## src/design/ddcp_pkg.sv

```systemverilog
package ddcp_pkg;

  // Field and counter widths
  localparam int BYTE_W      = 8;
  localparam int CODE_W      = 50;
  localparam int CFG_IDX_W   = 2;
  localparam int POS_W       = 8;
  localparam int DIGIT_CNT_W = 5;
  localparam int TDATA_OUT_W = 56;

  // Frame limits
  localparam logic [POS_W-1:0]       MAX_FRAME_LEN = 8'd255;
  localparam logic [POS_W-1:0]       MIN_FRAME_LEN = 8'd3;
  localparam logic [DIGIT_CNT_W-1:0] MAX_DIGITS    = 5'd15;

  // ASCII digit range
  localparam logic [BYTE_W-1:0] CHAR_ZERO = 8'h30;
  localparam logic [BYTE_W-1:0] CHAR_NINE = 8'h39;

  // Configuration register indexes
  localparam logic [CFG_IDX_W-1:0] REG_START_BYTE    = 2'd0;
  localparam logic [CFG_IDX_W-1:0] REG_END_BYTE      = 2'd1;
  localparam logic [CFG_IDX_W-1:0] REG_CODE_SEP_BYTE = 2'd2;
  localparam logic [CFG_IDX_W-1:0] REG_CODE_END_BYTE = 2'd3;

  // Configuration reset values
  localparam logic [BYTE_W-1:0] START_BYTE_RST    = 8'd123;
  localparam logic [BYTE_W-1:0] END_BYTE_RST      = 8'd125;
  localparam logic [BYTE_W-1:0] CODE_SEP_BYTE_RST = 8'd58;
  localparam logic [BYTE_W-1:0] CODE_END_BYTE_RST = 8'd59;

  typedef struct packed {
    logic [BYTE_W-1:0] start_byte;
    logic [BYTE_W-1:0] end_byte;
    logic [BYTE_W-1:0] code_sep_byte;
    logic [BYTE_W-1:0] code_end_byte;
  } cfg_t;

  // One input word handed from the input register to the scanner
  typedef struct packed {
    logic              fire;
    logic [BYTE_W-1:0] rx_byte;
    logic              frame_last;
  } word_t;

  // One frame result handed from the scanner to the output register
  typedef struct packed {
    logic              load;
    logic [CODE_W-1:0] code_value;
    logic              code_valid;
  } result_t;

endpackage

```

## src/design/ddcp_cfg_regs.sv

```systemverilog
module ddcp_cfg_regs (
  input  logic                           clk,
  input  logic                           rst,
  input  logic                           cfg_we,
  input  logic [ddcp_pkg::CFG_IDX_W-1:0] cfg_index,
  input  logic [ddcp_pkg::BYTE_W-1:0]    cfg_data,
  output ddcp_pkg::cfg_t                 cfg
);

  // Write one delimiter register per enabled cycle
  always_ff @(posedge clk) begin
    if (rst) begin
      cfg.start_byte    <= ddcp_pkg::START_BYTE_RST;
      cfg.end_byte      <= ddcp_pkg::END_BYTE_RST;
      cfg.code_sep_byte <= ddcp_pkg::CODE_SEP_BYTE_RST;
      cfg.code_end_byte <= ddcp_pkg::CODE_END_BYTE_RST;
    end else if (cfg_we) begin
      case (cfg_index)
        ddcp_pkg::REG_START_BYTE:    cfg.start_byte    <= cfg_data;
        ddcp_pkg::REG_END_BYTE:      cfg.end_byte      <= cfg_data;
        ddcp_pkg::REG_CODE_SEP_BYTE: cfg.code_sep_byte <= cfg_data;
        ddcp_pkg::REG_CODE_END_BYTE: cfg.code_end_byte <= cfg_data;
        default: ;
      endcase
    end
  end

endmodule

```

## src/design/ddcp_in_stage.sv

```systemverilog
module ddcp_in_stage (
  input  logic                        clk,
  input  logic                        rst,
  input  logic                        s_tvalid,
  output logic                        s_tready,
  input  logic [ddcp_pkg::BYTE_W-1:0] s_tdata,
  input  logic                        s_tlast,
  input  logic                        out_free,
  output ddcp_pkg::word_t             word
);

  logic                        in_valid;
  logic [ddcp_pkg::BYTE_W-1:0] in_byte;
  logic                        in_last;
  logic                        fire;

  // Advance a held word unless it closes a frame and the result slot is full
  assign fire     = in_valid && (!in_last || out_free);
  assign s_tready = !in_valid || fire;

  always_ff @(posedge clk) begin
    if (rst) begin
      in_valid <= 1'b0;
    end else if (s_tready) begin
      in_valid <= s_tvalid;
    end
  end

  // Capture the payload on accept
  always_ff @(posedge clk) begin
    if (s_tvalid && s_tready) begin
      in_byte <= s_tdata;
      in_last <= s_tlast;
    end
  end

  assign word.fire       = fire;
  assign word.rx_byte    = in_byte;
  assign word.frame_last = in_last;

endmodule

```

## src/design/ddcp_frame_scan.sv

```systemverilog
module ddcp_frame_scan (
  input  logic              clk,
  input  logic              rst,
  input  ddcp_pkg::cfg_t    cfg,
  input  ddcp_pkg::word_t   word,
  output ddcp_pkg::result_t result
);

  logic [ddcp_pkg::POS_W-1:0]       byte_position,    byte_position_next;
  logic [ddcp_pkg::POS_W-1:0]       start_position,   start_position_next;
  logic [ddcp_pkg::POS_W-1:0]       code_begin,       code_begin_next;
  logic                             end_seen,         end_seen_next;
  logic                             code_end_seen,    code_end_seen_next;
  logic [ddcp_pkg::DIGIT_CNT_W-1:0] digit_count,      digit_count_next;
  logic                             bad_char_seen,    bad_char_seen_next;
  logic [ddcp_pkg::CODE_W-1:0]      code_accumulator, code_accumulator_next;
  logic                             frame_ok,         frame_ok_next;

  logic                             scan;
  logic                             in_code;
  logic                             is_digit;
  logic [ddcp_pkg::DIGIT_CNT_W-1:0] count_inc;
  logic [ddcp_pkg::CODE_W-1:0]      digit_ext;
  logic [ddcp_pkg::CODE_W-1:0]      acc_times_ten;
  logic                             ok;

  assign scan     = (byte_position < ddcp_pkg::MAX_FRAME_LEN) && !end_seen;
  assign in_code  = (code_begin != '0) && (byte_position >= code_begin) && !code_end_seen;
  assign is_digit = (word.rx_byte >= ddcp_pkg::CHAR_ZERO) &&
                    (word.rx_byte <= ddcp_pkg::CHAR_NINE);
  assign count_inc = digit_count + 1'b1;
  // The low nibble of an ASCII digit is its value
  assign digit_ext = {{(ddcp_pkg::CODE_W-4){1'b0}}, word.rx_byte[3:0]};
  // Times ten as 8x + 2x
  assign acc_times_ten = {code_accumulator[ddcp_pkg::CODE_W-4:0], 3'b000} +
                         {code_accumulator[ddcp_pkg::CODE_W-2:0], 1'b0};

  // Per-byte update of the frame state
  always_comb begin
    byte_position_next    = byte_position;
    start_position_next   = start_position;
    code_begin_next       = code_begin;
    end_seen_next         = end_seen;
    code_end_seen_next    = code_end_seen;
    digit_count_next      = digit_count;
    bad_char_seen_next    = bad_char_seen;
    code_accumulator_next = code_accumulator;
    frame_ok_next         = frame_ok;

    if (byte_position < ddcp_pkg::MAX_FRAME_LEN) begin
      byte_position_next = byte_position + 1'b1;
    end

    if (scan) begin
      if (word.rx_byte == cfg.end_byte && word.rx_byte != cfg.start_byte) begin
        // End byte: judge the delimiters and stop scanning
        end_seen_next = 1'b1;
        frame_ok_next = (start_position < byte_position) &&
                        (code_begin > start_position) &&
                        (code_begin < byte_position) &&
                        code_end_seen &&
                        (digit_count != '0) &&
                        (digit_count <= ddcp_pkg::MAX_DIGITS) &&
                        !bad_char_seen;
      end else begin
        if (word.rx_byte == cfg.start_byte) begin
          start_position_next = byte_position;
        end else if (word.rx_byte == cfg.code_sep_byte && code_begin == '0) begin
          code_begin_next = byte_position + 1'b1;
        end

        // Code region: terminate, count and accumulate
        if (in_code) begin
          if (word.rx_byte == cfg.code_end_byte) begin
            code_end_seen_next = 1'b1;
          end else if (digit_count <= ddcp_pkg::MAX_DIGITS) begin
            digit_count_next = count_inc;
            if (is_digit) begin
              if (count_inc <= ddcp_pkg::MAX_DIGITS) begin
                code_accumulator_next = acc_times_ten + digit_ext;
              end
            end else begin
              bad_char_seen_next = 1'b1;
            end
          end
        end
      end
    end
  end

  assign ok = frame_ok_next && end_seen_next && (byte_position_next >= ddcp_pkg::MIN_FRAME_LEN);

  // Hold state between words; clear after the final byte of a frame
  always_ff @(posedge clk) begin
    if (rst || (word.fire && word.frame_last)) begin
      byte_position    <= '0;
      start_position   <= '0;
      code_begin       <= '0;
      end_seen         <= 1'b0;
      code_end_seen    <= 1'b0;
      digit_count      <= '0;
      bad_char_seen    <= 1'b0;
      code_accumulator <= '0;
      frame_ok         <= 1'b0;
    end else if (word.fire) begin
      byte_position    <= byte_position_next;
      start_position   <= start_position_next;
      code_begin       <= code_begin_next;
      end_seen         <= end_seen_next;
      code_end_seen    <= code_end_seen_next;
      digit_count      <= digit_count_next;
      bad_char_seen    <= bad_char_seen_next;
      code_accumulator <= code_accumulator_next;
      frame_ok         <= frame_ok_next;
    end
  end

  assign result.load       = word.fire && word.frame_last;
  assign result.code_value = ok ? code_accumulator_next : '0;
  assign result.code_valid = ok;

endmodule

```

## src/design/ddcp_out_stage.sv

```systemverilog
module ddcp_out_stage (
  input  logic                             clk,
  input  logic                             rst,
  input  ddcp_pkg::result_t                result,
  output logic                             out_free,
  output logic                             m_tvalid,
  input  logic                             m_tready,
  output logic [ddcp_pkg::TDATA_OUT_W-1:0] m_tdata,
  output logic [0:0]                       m_tuser
);

  logic                          out_valid;
  logic [ddcp_pkg::CODE_W-1:0]   out_code;
  logic                          out_ok;

  assign out_free = !out_valid || m_tready;

  // Load a new result or drop the one taken downstream
  always_ff @(posedge clk) begin
    if (rst) begin
      out_valid <= 1'b0;
    end else if (result.load) begin
      out_valid <= 1'b1;
    end else if (m_tready) begin
      out_valid <= 1'b0;
    end
  end

  always_ff @(posedge clk) begin
    if (result.load) begin
      out_code <= result.code_value;
      out_ok   <= result.code_valid;
    end
  end

  assign m_tvalid = out_valid;
  assign m_tdata  = {{(ddcp_pkg::TDATA_OUT_W-ddcp_pkg::CODE_W){1'b0}}, out_code};
  assign m_tuser  = out_ok;

endmodule

```

## src/design/delimited_decimal_code_parser_core.sv

```systemverilog
// Channel  | Direction | Handshake          | Fields (lowest bit up)
// ---------+-----------+--------------------+-----------------------------------
// s_       | in        | s_tvalid/s_tready  | tdata: rx_byte[7:0]; tlast: frame_last
// m_       | out       | m_tvalid/m_tready  | tdata: code_value[49:0]; tuser: code_valid
// cfg_     | in        | cfg_we             | cfg_index[1:0], cfg_data[7:0]
//
// One word is accepted per cycle while the input side is not stalled; a result is
// loaded into the result register when its final word leaves the input register.
// Latency is set by the input register and the result register around the scanner.
// The input side stalls only when a final word meets a result not yet taken.
// Reset (rst, synchronous) restores the delimiter values and clears the frame state.
module delimited_decimal_code_parser_core (
  input  logic                             clk,
  input  logic                             rst,
  input  logic                             s_tvalid,
  output logic                             s_tready,
  input  logic [ddcp_pkg::BYTE_W-1:0]      s_tdata,   // rx_byte[7:0]
  input  logic                             s_tlast,
  output logic                             m_tvalid,
  input  logic                             m_tready,
  output logic [ddcp_pkg::TDATA_OUT_W-1:0] m_tdata,   // code_value[49:0], zero pad
  output logic [0:0]                       m_tuser,   // code_valid[0]
  input  logic                             cfg_we,
  input  logic [ddcp_pkg::CFG_IDX_W-1:0]   cfg_index,
  input  logic [ddcp_pkg::BYTE_W-1:0]      cfg_data
);

  ddcp_pkg::cfg_t    cfg;
  ddcp_pkg::word_t   word;
  ddcp_pkg::result_t result;
  logic              out_free;

  ddcp_cfg_regs u_cfg_regs (
    .clk       (clk),
    .rst       (rst),
    .cfg_we    (cfg_we),
    .cfg_index (cfg_index),
    .cfg_data  (cfg_data),
    .cfg       (cfg)
  );

  ddcp_in_stage u_in_stage (
    .clk      (clk),
    .rst      (rst),
    .s_tvalid (s_tvalid),
    .s_tready (s_tready),
    .s_tdata  (s_tdata),
    .s_tlast  (s_tlast),
    .out_free (out_free),
    .word     (word)
  );

  ddcp_frame_scan u_frame_scan (
    .clk    (clk),
    .rst    (rst),
    .cfg    (cfg),
    .word   (word),
    .result (result)
  );

  ddcp_out_stage u_out_stage (
    .clk      (clk),
    .rst      (rst),
    .result   (result),
    .out_free (out_free),
    .m_tvalid (m_tvalid),
    .m_tready (m_tready),
    .m_tdata  (m_tdata),
    .m_tuser  (m_tuser)
  );

endmodule

```

## config.mk

```make
export PLATFORM = sky130hd
export DESIGN_NAME = delimited_decimal_code_parser_core
export DESIGN_NICKNAME = d
export VERILOG_FILES = /design/src/design/ddcp_pkg.sv /design/src/design/ddcp_cfg_regs.sv /design/src/design/ddcp_in_stage.sv /design/src/design/ddcp_frame_scan.sv /design/src/design/ddcp_out_stage.sv /design/src/design/delimited_decimal_code_parser_core.sv
export SDC_FILE = /design/constraint.sdc
export NUM_CORES = 1
export LEC_CHECK = 0
export CORE_ASPECT_RATIO = 0.8
export CORE_MARGIN = 5
export CORE_UTILIZATION = 60
export DETAILED_ROUTE_END_ITERATION = 12
export DONT_BUFFER_PORTS = 1
export PLACE_DENSITY = 0.74
export SLEW_MARGIN = 25
export SYNTH_ARGS = -nofsm -noshare
export SYNTH_HDL_FRONTEND = slang
export SYNTH_SLANG_ARGS = --single-unit
```

## constraint.sdc

```tcl
create_clock -name clk -period 4.5 [get_ports clk]
set_clock_uncertainty 0.15 [all_clocks]
set_input_delay 0.9 -clock clk [delete_from_list [all_inputs] [get_ports clk]]
set_output_delay 0.9 -clock clk [all_outputs]
set_load 0.02 [all_outputs]
```

==> flow_summary.toml <==
[outcome]
run_status = "complete, no violations"

[yosys]
yosysTopAreaCell = "sky130_fd_sc_hd__dfxtp_1"
synth-async-reset-ratio_pct = 0
yosys.cell_types.count = 74
synth_area_per_cell_um2 = 8.97
post-synth-top-count-cell = "sky130_fd_sc_hd__nand2_1"
synthesis.instances = 1252
synth_top_area_share_pct = 20.8
synth_ff_type = "sky130_fd_sc_hd__dfxtp_1"
seq_area_frac_synth_pct = 36.9
yosys_register_bits = 177
synth-warning-count = 0
synth.top_cells.by_area = "sky130_fd_sc_hd__dfxtp_1 21%, sky130_fd_sc_hd__edfxtp_1 16%, sky130_fd_sc_hd__ha_1 14%, sky130_fd_sc_hd__nand2_1 5.1%, sky130_fd_sc_hd__a21oi_1 5.0%"
synth_enable_flop_cells = 60
synth_commonest_cells = "154 x sky130_fd_sc_hd__nand2_1, 122 x sky130_fd_sc_hd__ha_1, 120 x sky130_fd_sc_hd__nor2_1"
synth.cell_area_um2 = 11200

[critical_path]
timing.reg2reg.setup_slack_ps = 430
number_of_cells_on_the_worst_reg_to_reg_path = 13
critPathRequiredTime_ps = 4520
rr_endpoint = "u_out_stage.out_code[46]$_SDFFCE_PN0P_"
endpoint_kind = "flip-flop"
cp.arrival_ps = 4090
critical_path_class = "flip-flop to flip-flop"
crit_fanout = 6
worstReg2RegStart = "u_in_stage.in_byte[3]$_DFFE_PP_"
setup.worst_path.start_class = "flip-flop"

[route]
detail_route.drc_violations = 0
drt_pass1_iterations = 5
finalWirelength_um = 25700
drtAntennaViolNets = 0
initialDrtViolationCount = 641
via_per_inst = 5.93
wl_per_cell_um = 17.3
routed-via-count = 8814

[place]
numPlacedInstances = 1455
placedInstanceArea_um2 = 11400
buffer_ports.inserted = 0
place.gp.congestion = 0.899
detailedPlacementHpwl_um = 18300

[grt]
groute.usage.overall_pct = 23.8
grt_pass1_vias = 8241
maximum_number_of_pins_on_one_net_before_global_route_repair = 52
grt_pass1_wl_um = 42100
grt_antenna_before_repair = 0
grt-ovfl-total = 0

[flow_run]
max_cap_violations = 0

[timing]
fmax_mhz = 245
report.final.hold_viol_count = 0
final.period_utilization_pct = 90.5
fin_crit_ps = 4070
max-slew-margin-rel_pct = 38.3
timing.setup.tns_ps = 0
setup_violations = 0
grt_setup_unrepaired = "no"
hold_ws_ps = 313
worstMarginPinSlew_ps = 919
report.final.slew_viol_count = 0

[clocking]
clk_pin_slew_worst_paths_ps = 80
cts_root_buf = "sky130_fd_sc_hd__clkbuf_16"
htree_levels = 4
max-clock-path-buffers = 2
postCtsSetupRepairBufs = 0
cts.sinks = 177
cts-resized-gates = 0
number_of_buffers_added_by_the_clock_tree_synthesis_step = 17
post_cts_hold_buffer_count = 0
insertion_delay_ps = 440
tritoncts = "built"

[final_layout]
seqCellArea_um2 = 4140
post_layout_inst_area_um2 = 12000
area_taken_by_multi_input_logic_gates_um2 = 6620
areaGrowthSynthToFinish_pct = 6.44
filler_cell_count = 1575
insertedDiodeCount = 0
finalNonFillerCells = 1487
drive_gt1_share_pct = 5.43
final_nets = 1369

[die]
io_pins = 83
fp-row-count = 44
die_width_um = 163
chipHeight_um = 132
design.core.area_um2 = 18300
floorplan.initialDensity_pct = 61.5
floorplan.die_area_um2 = 21600

[hold_path]
worstHoldPathCells = 2
hold_ep = "u_cfg_regs.cfg[7]$_SDFFE_PP0P_"
hold_start = "u_cfg_regs.cfg[7]$_SDFFE_PP0P_"
timing.hold.worst.class = "flip-flop to flip-flop"

[pwr]
finalPower_uw = 3320
worst_ir_drop_on_vdd_mv = 0.229
powerDensity_nw_per_um2 = 277
power.static_leakage_uw = 0.00534
## power by group
part | total, µW | internal, µW | leakage, µW | switching [µW]
logic | 133 | 46.8 | 0.00346 | 85.7
clock network | 1480 | 746 | 0.000293 | 735
registers | 1700 | 1670 | 0.00158 | 30.2
## cell families (layout without fill, tap and decap cells)
| kind of cell | count (synthesis) | in the layout | share of synthesized area, % |
|---|---|---|---|
| flops | 177 | 177 | 36.9 |
| compound gates | 276 | 276 | 16.1 |
| other cells | 1 | 6 | 0.0334 |
| mux | 49 | 49 | 4.37 |
| buf+inv | 120 | 97 | 4.61 |
| fa+ha+maj | 124 | 124 | 13.9 |
| simple gates | 418 | 418 | 17.3 |
| xor+xnor | 87 | 87 | 6.78 |
## cell usage in the layout, fill, tap and decap left out, types with 4 or more instances in the layout
cell | synthesis | routed
sky130_fd_sc_hd__nor3_1 | 9 | 9
sky130_fd_sc_hd__xor2_1 | 51 | 51
sky130_fd_sc_hd__dfxtp_1 | 117 | 117
sky130_fd_sc_hd__nand2b_1 | 7 | 6
sky130_fd_sc_hd__and3_1 | 14 | 13
sky130_fd_sc_hd__nor2_1 | 120 | 120
sky130_fd_sc_hd__buf_4 | 8 | 11
sky130_fd_sc_hd__edfxtp_1 | 60 | 60
sky130_fd_sc_hd__a211o_1 | 11 | 11
sky130_fd_sc_hd__ha_1 | 122 | 122
sky130_fd_sc_hd__mux2i_1 | 49 | 49
sky130_fd_sc_hd__o211ai_1 | 9 | 9
sky130_fd_sc_hd__o21bai_1 | 6 | 6
sky130_fd_sc_hd__clkbuf_16 | 0 | 17
sky130_fd_sc_hd__xnor2_1 | 36 | 36
sky130_fd_sc_hd__nand3_1 | 28 | 27
sky130_fd_sc_hd__o21ai_1 | 9 | 9
sky130_fd_sc_hd__o21a_1 | 7 | 7
sky130_fd_sc_hd__a21oi_1 | 113 | 113
sky130_fd_sc_hd__o21ai_0 | 28 | 28
sky130_fd_sc_hd__nand2_1 | 154 | 154
sky130_fd_sc_hd__a31oi_1 | 10 | 10
sky130_fd_sc_hd__and4_1 | 4 | 4
sky130_fd_sc_hd__conb_1 | 1 | 6
sky130_fd_sc_hd__nor2b_1 | 15 | 15
sky130_fd_sc_hd__nor4_1 | 8 | 8
sky130_fd_sc_hd__clkinv_8 | 0 | 5
sky130_fd_sc_hd__nand4_1 | 21 | 21
sky130_fd_sc_hd__nand3b_1 | 13 | 13
sky130_fd_sc_hd__inv_1 | 54 | 53
sky130_fd_sc_hd__a21o_1 | 36 | 36
sky130_fd_sc_hd__and2_1 | 8 | 8
sky130_fd_sc_hd__a211oi_1 | 7 | 7
## flip-flops by register name, summed over array words and instances (netlist names), 5 cells and up
signal,count
u_cfg_regs.cfg,32
u_in_stage.in_byte,8
u_out_stage.out_code,50
u_frame_scan.code_begin,8
u_frame_scan.digit_count,5
u_frame_scan.start_position,8
u_frame_scan.code_accumulator,50
u_frame_scan.byte_position,8
## metrics by stage
| stage | setup slack (ps) | utilization, % |
|---|---|---|
| 4_1_cts | 421 | 65.4 |
| 3_3_place_gp | 517 | 62.2 |
| 6_report | 426 | 65.4 |
| 3_5_place_dp | 441 | 62.2 |
| 2_1_floorplan | 826 | - |
| 5_1_grt | 85.6 | 65.4 |
## worst max-delay path by stage
stage,start,endpoint,slack [ps],depth (start not counted)
finish,u_in_stage.in_byte[3]$_DFFE_PP_,u_out_stage.out_code[46]$_SDFFCE_PN0P_,430,13
global route,u_in_stage.in_byte[3]$_DFFE_PP_,u_frame_scan.code_accumulator[34]$_SDFFE_PP0P_,90,13
CTS,u_in_stage.in_byte[3]$_DFFE_PP_,u_out_stage.out_code[46]$_SDFFCE_PN0P_,420,13
detailed placement,u_in_stage.in_byte[3]$_DFFE_PP_,u_out_stage.out_code[46]$_SDFFCE_PN0P_,440,13
global placement,u_in_stage.in_byte[3]$_DFFE_PP_,u_out_stage.out_code[46]$_SDFFCE_PN0P_,520,13
floorplan,u_in_stage.in_byte[3]$_DFFE_PP_,u_out_stage.out_code[40]$_SDFFCE_PN0P_,830,14
## worst max-delay path, stage by stage (launching register included)
cell and delay, ps:
sky130_fd_sc_hd__edfxtp_1 480, sky130_fd_sc_hd__inv_1 90, sky130_fd_sc_hd__fa_1 480, sky130_fd_sc_hd__inv_1 70
sky130_fd_sc_hd__fa_1 470, sky130_fd_sc_hd__a211o_1 300, sky130_fd_sc_hd__a211oi_2 300, sky130_fd_sc_hd__o211a_1 280
sky130_fd_sc_hd__o211ai_2 210, sky130_fd_sc_hd__a2111oi_2 460, sky130_fd_sc_hd__o31ai_1 160, sky130_fd_sc_hd__xnor2_1 160
sky130_fd_sc_hd__mux2i_1 130, sky130_fd_sc_hd__nor2_1 50
## final cells by class
cell class	count	share of cell area [%]
multi-input cells	960	55.4
well taps	253	2.65
clock inverters	15	1.40
clock buffers	17	3.56
flip-flops and latches	177	34.7
inverters	54	1.69
repair buffers	11	0.691
## layer usage
layer  vias up  GRT usage (%)  part of all wire (%)
met5         -              0                     0
met4         0           4.89                  0.98
met1      4147           34.6                    48
li1       4379              -                     -
met3        20           4.78                   6.2
met2       268           37.0                    45
(Power assumes the default switching activity.)
